## config.mk

```make
export PLATFORM = sky130hd
export DESIGN_NAME = sbus_norm
export DESIGN_NICKNAME = d
export VERILOG_FILES = /design/src/hw/rtl/sbus_pkg.sv /design/src/hw/rtl/sbus_norm.sv
export SDC_FILE = /design/constraint.sdc
export NUM_CORES = 1
export LEC_CHECK = 0
export CORE_ASPECT_RATIO = 1.2
export CORE_UTILIZATION = 50
export DETAILED_ROUTE_END_ITERATION = 10
export DONT_BUFFER_PORTS = 1
export GPL_ROUTABILITY_DRIVEN = 0
export PLACE_DENSITY = 0.65
export SLEW_MARGIN = 10
export SYNTH_ARGS = -nofsm -noshare
export SYNTH_HDL_FRONTEND = slang
export SYNTH_SLANG_ARGS = --single-unit
```

## constraint.sdc

```tcl
create_clock -name vclk -period 2.8
set_clock_uncertainty 0.2 [all_clocks]
set_input_delay 0.14 -clock vclk [all_inputs]
set_output_delay 0.14 -clock vclk [all_outputs]
set_load 0.01 [all_outputs]
```

## src/hw/rtl/sbus_pkg.sv

```systemverilog
// shared types and constants of the sbus frame receiver
`default_nettype none

package sbus_pkg;

  // frame layout
  localparam int FRAME_BYTES_DEF = 25;
  localparam int COUNT_WIDTH_DEF = 32;
  localparam logic [7:0] HDR_BYTE = 8'h0F;
  localparam logic [7:0] FTR_BYTE = 8'h00;

  // channel unpacking and scaling
  localparam int NUM_CH     = 16;
  localparam int CH_BITS    = 11;
  localparam int RAW_MID    = 992;
  localparam int NORM_LIMIT = 1000;

  // field widths
  localparam int TIMEOUT_W = 16;
  localparam int FRAMES_W  = 32;
  localparam int CH_IDX_W  = 4;
  localparam int FLAGS_W   = 4;

  // register reset value
  localparam logic [TIMEOUT_W-1:0] TIMEOUT_RESET = 16'd30;

  typedef enum logic [1:0] {
    OP_BYTE     = 2'd0,
    OP_LINE_ERR = 2'd1,
    OP_TICK     = 2'd2,
    OP_UNUSED   = 2'd3
  } opcode_t;

  typedef enum logic {
    KIND_CHANNEL = 1'b0,
    KIND_STATUS  = 1'b1
  } kind_t;

endpackage

`default_nettype wire

```

## src/hw/rtl/sbus_norm.sv

```systemverilog
// channel scaler: (raw-992)*5/4 truncated toward zero, clamped to +-1000
`default_nettype none

module sbus_norm import sbus_pkg::*; (
  input  logic [CH_BITS-1:0]        raw,
  output logic signed [CH_BITS-1:0] value
);

  logic signed [CH_BITS:0]   diff;
  logic signed [CH_BITS+2:0] prod;
  logic signed [CH_BITS+2:0] biased;
  logic signed [CH_BITS+2:0] quot;

  // center, scale by five, divide by four rounding toward zero
  always_comb begin
    diff   = $signed({1'b0, raw}) - $signed((CH_BITS+1)'(RAW_MID));
    prod   = ($signed((CH_BITS+3)'(diff)) <<< 2) + $signed((CH_BITS+3)'(diff));
    biased = prod[CH_BITS+2] ? prod + $signed((CH_BITS+3)'(3)) : prod;
    quot   = biased >>> 2;
    if (quot > $signed((CH_BITS+3)'(NORM_LIMIT))) begin
      value = CH_BITS'(NORM_LIMIT);
    end else if (quot < -$signed((CH_BITS+3)'(NORM_LIMIT))) begin
      value = -$signed(CH_BITS'(NORM_LIMIT));
    end else begin
      value = quot[CH_BITS-1:0];
    end
  end

endmodule

`default_nettype wire

```

==> flow_summary_export.csv, run 1 <==
group,metric,value,unit
die,initial_core_util,53.9,%
synth,netlist.top_cell.by_area,"ha_1",
placed_design,dpl.hpwl,3180,um
clock_tree,cts_setup_buffers,11,
placed_design,place_area,0.00183,mm2
synth,synth_cell_types,52,
die,die_w,47.8,um
run_status,haltStage,"clock tree synthesis",
die,rows,19,
die,dieHeight,56.9,um
synth,synth_area_leaders,"ha_1 (12%), nor3_1 (6.0%), xnor2_1 (5.6%)",
placed_design,dp.cells,256,
synth,synth_top_cell_area_share,12.0,%
placed_design,port_buffers,0,
clock_tree,post_cts_resized,61,
synth,synth_common_cells,"nor3_1 (15), nand3_1 (13), ha_1 (12), nor2_1 (11), o21ai_0 (10)",
run_status,error,"[ERROR DPL-0033] detailed placement checks failed during check placement.",
synth,post_synth.cell_area_avg,7.39,um2
synth,synth_most_common_cell,"nor3_1",
synth,synth_nets,194,
run_status,status,"aborted with a tool error",
clock_tree,hold_buffers,0,
synth,synthCells,170,
synth,yosysWarnings,0,
die,io_pins,22,
synth,synth_area,0.00126,mm2
synth,ys_seq_area_share,0,%
[metrics by stage]
stage,setup WS [ns],hold slack [ns],TNS [ns]
detailed placement,-0.347,0.512,-3.35
global placement,-0.300,0.495,-2.83
floorplan,-0.274,0.455,-1.98
[kinds of logic after synthesis]
group	count (synthesis)	share of synthesized area (%)
AOI/OAI and AO/OA	58	37.8
xor gates and xnor gates	15	11.1
adders and majority gates	13	13.5
buffers and inverters	10	3.49
and+or+nand+nor	74	34.1
==> run 2, diff against run 1 <==
--- a/config.mk
+++ b/config.mk
@@ -5,12 +5,12 @@
 export SDC_FILE = /design/constraint.sdc
 export NUM_CORES = 1
 export LEC_CHECK = 0
-export CORE_ASPECT_RATIO = 1.2
-export CORE_UTILIZATION = 50
+export CORE_AREA = 2 2 63 65
 export DETAILED_ROUTE_END_ITERATION = 10
+export DIE_AREA = 0 0 65 67
 export DONT_BUFFER_PORTS = 1
 export GPL_ROUTABILITY_DRIVEN = 0
-export PLACE_DENSITY = 0.65
+export PLACE_DENSITY_LB_ADDON = 0.15
 export SLEW_MARGIN = 10
 export SYNTH_ARGS = -nofsm -noshare
 export SYNTH_HDL_FRONTEND = slang
==> constraint.sdc (replaced) <==
create_clock -name vclk -period 3.6
set_clock_uncertainty 0.2 [all_clocks]
set_input_delay 0.18 -clock vclk [all_inputs]
set_output_delay 0.18 -clock vclk [all_outputs]
set_load 0.01 [all_outputs]
==> flow_summary_export.csv, run 2 <==
group,metric,value,unit
run_status,status,"finished clean",
critical_path,critPathMaxStageDelay,0.41,ns
timing,tightest_slew,0.499,ns
worst_hold_path,min_from,"raw[2]",
critical_path,crit_top_cell,"buf_4",
power,leakage,0.521,nW
critical_path,critPathLaunchType,"primary input",
route,drc,0,
synth,post_synth.cell_area_avg,7.39,um2
placed_design,place_area,0.00136,mm2
synth,yosys.area_share.simple,34.1,%
timing,fin_tns_setup,0,ns
route,ant_nets,0,
global_route,grtUsageTotal,14.8,%
final_layout,post_route_cells_drive_above_1_share,22.9,%
timing,fmax,294,MHz
placed_design,port_buffers,0,
route,drt_first_pass_iters,4,
final_layout,final_common_cell,"nor3_1",
critical_path,crit_type,"in2out",
synth,synth_cell_types,52,
die,core-area,0.00361,mm2
synth,synthCells,170,
final_layout,nClkBuffers,0,
final_layout,syn2layout_area_growth,14.8,%
synth,synth_compound_area_share,37.8,%
route,top_layer_used,"met4",
worst_hold_path,whs_endpoint,"value[0]",
final_layout,final_cell_mix,"nor3_1 (14), nand3_1 (13), nor2_1 (11)",
route,met1Wirelength,1510,um
route,routedWlPerCell,14.3,um
synth,synth_xor_area_share,11.1,%
final_layout,diodes,0,
critical_path,crit_slowest_cell,"nor4_4",
timing,drv_slew,0,
final_layout,fin_nets,201,
timing,timing_hold_violations_final,0,
synth,synth_top_cell_area_share,12.0,%
worst_hold_path,hold_class,"in2out",
die,io_pins,22,
final_layout,fin_area,0.00144,mm2
critical_path,path_cells,"ha_1 -> ha_4 -> buf_4 -> a221oi_4 -> a21oi_2 -> o31a_1 -> or2_4 -> nor4_4 -> buf_4 -> nor3_1 -> a211o_1",
critical_path,critPathArrivalTime,3.02,ns
global_route,grt_pass1_wl,5340,um
run,cap_violations,0,
critical_path,endpoint_kind,"output port",
timing,layout_setup_ws,0.204,ns
route,met2_length,1550,um
global_route,grt_max_degree,13,
route,route.met3.wl,95,um
timing,period_share,94.3,%
placed_design,dpl.hpwl,2660,um
route,vias,1325,
die,initial_core_util,34.8,%
synth,ys_seq_area_share,0,%
route,avgViaCountPerCell,5.94,
synth,synth_area_leaders,"ha_1 (12%), nor3_1 (6.0%), xnor2_1 (5.6%)",
final_layout,seq_cell_count,0,
die,rows,22,
timing,setup_violations,0,
route,routed_wl,3190,um
clock_tree,hold_buffers,0,
final_layout,nFillCells,389,
timing,period_needed,3.40,ns
synth,synthMuxAreaShare,0,%
synth,synth_nets,194,
route,drtIter0Drc,30,
global_route,antenna_found_initial,0,
synth,synth_common_cells,"nor3_1 (15), nand3_1 (13), ha_1 (12), nor2_1 (11), o21ai_0 (10)",
synth,synth_fa_ha_area_share,13.5,%
die,die_w,65,um
critical_path,worstPathMaxFanout,6,
power,powerDensity,363,mW/mm2
power,ir_drop,0.0994,mV
critical_path,required,3.22,ns
placed_design,dp_worst_setup_slack,0.0779,ns
synth,yosysWarnings,0,
final_layout,seq_area,0,um2
synth,synth_most_common_cell,"nor3_1",
global_route,grt_pass1_vias,1218,
synth,netlist.top_cell.by_area,"ha_1",
synth,synth_top_family_by_area,"compound AO/OA/AOI/OAI gates",
synth,synth_area,0.00126,mm2
global_route,gr-total-overflow,0,
die,die_area,0.00436,mm2
timing,slew_headroom,66.4,%
die,dieHeight,67,um
worst_hold_path,hold_depth,4,
[run 2: cells by family (layout without fill, tap and decap cells)]
group / Yosys count / in the layout
adder cells (fa/ha/maj): 13 / 13
AND/OR/NAND/NOR: 74 / 74
XOR/XNOR: 15 / 15
AO/OA/AOI/OAI: 58 / 58
buffers and inverters: 10 / 15
[run 2: per-stage QoR]
stage	utilization (%)	total power, mW	hold WS, ns	instances
floorplan	-	0.386	0.538	170
global placement	37.7	0.490	0.595	222
detailed placement	37.7	0.492	0.596	222
CTS	37.7	0.494	0.596	222
global route	40.0	0.579	0.652	223
finish	40.0	0.524	0.591	223
[run 2: report_power, final]
| group | switching [mW] | internal (mW) |
|---|---|---|
| logic | 0.306 | 0.218 |
| clock network | 0 | 0 |
| registers | 0 | 0 |
[run 2: worst max path at each step]
stage / from / to / slack [ns] / cells after the start
5_1_grt: raw[5] / value[3] / -0.002 / 11
3_5_place_dp: raw[5] / value[0] / 0.08 / 10
2_1_floorplan: raw[5] / value[6] / 0.26 / 10
6_report: raw[5] / value[4] / 0.20 / 11
4_1_cts: raw[5] / value[8] / 0.07 / 11
3_3_place_gp: raw[5] / value[1] / 0.1 / 10
[run 2: per-layer routing]
layer / up-vias / track usage [%]
li1: 689 / -
met2: 17 / 27.4
met1: 615 / 19.1
met5: - / 0
met4: 0 / 1.33
met3: 4 / 1.18
[run 2: final cells by class]
class | count | area (um2) | area share [%]
multi-input combinational | 160 | 1290 | 89.3
timing repair buffer | 10 | 75.1 | 5.20
tap | 48 | 60.1 | 4.16
inverter | 5 | 18.8 | 1.30
[run 2: critical path: cells and delay by family]
family / cells / cell delay (ns)
compound gates: 4 / 1.17
fa+ha+maj: 2 / 0.57
buf+inv: 2 / 0.37
simple gates: 3 / 0.74
[run 2: repair_timing]
| item | 4_1_cts | 5_1_grt |
|---|---|---|
| endpoints found under the setup margin | 0 | 8 |
| setup buffers | 0 | 1 |
| resized for setup | 0 | 14 |
Power figures use the tool's default switching activity.
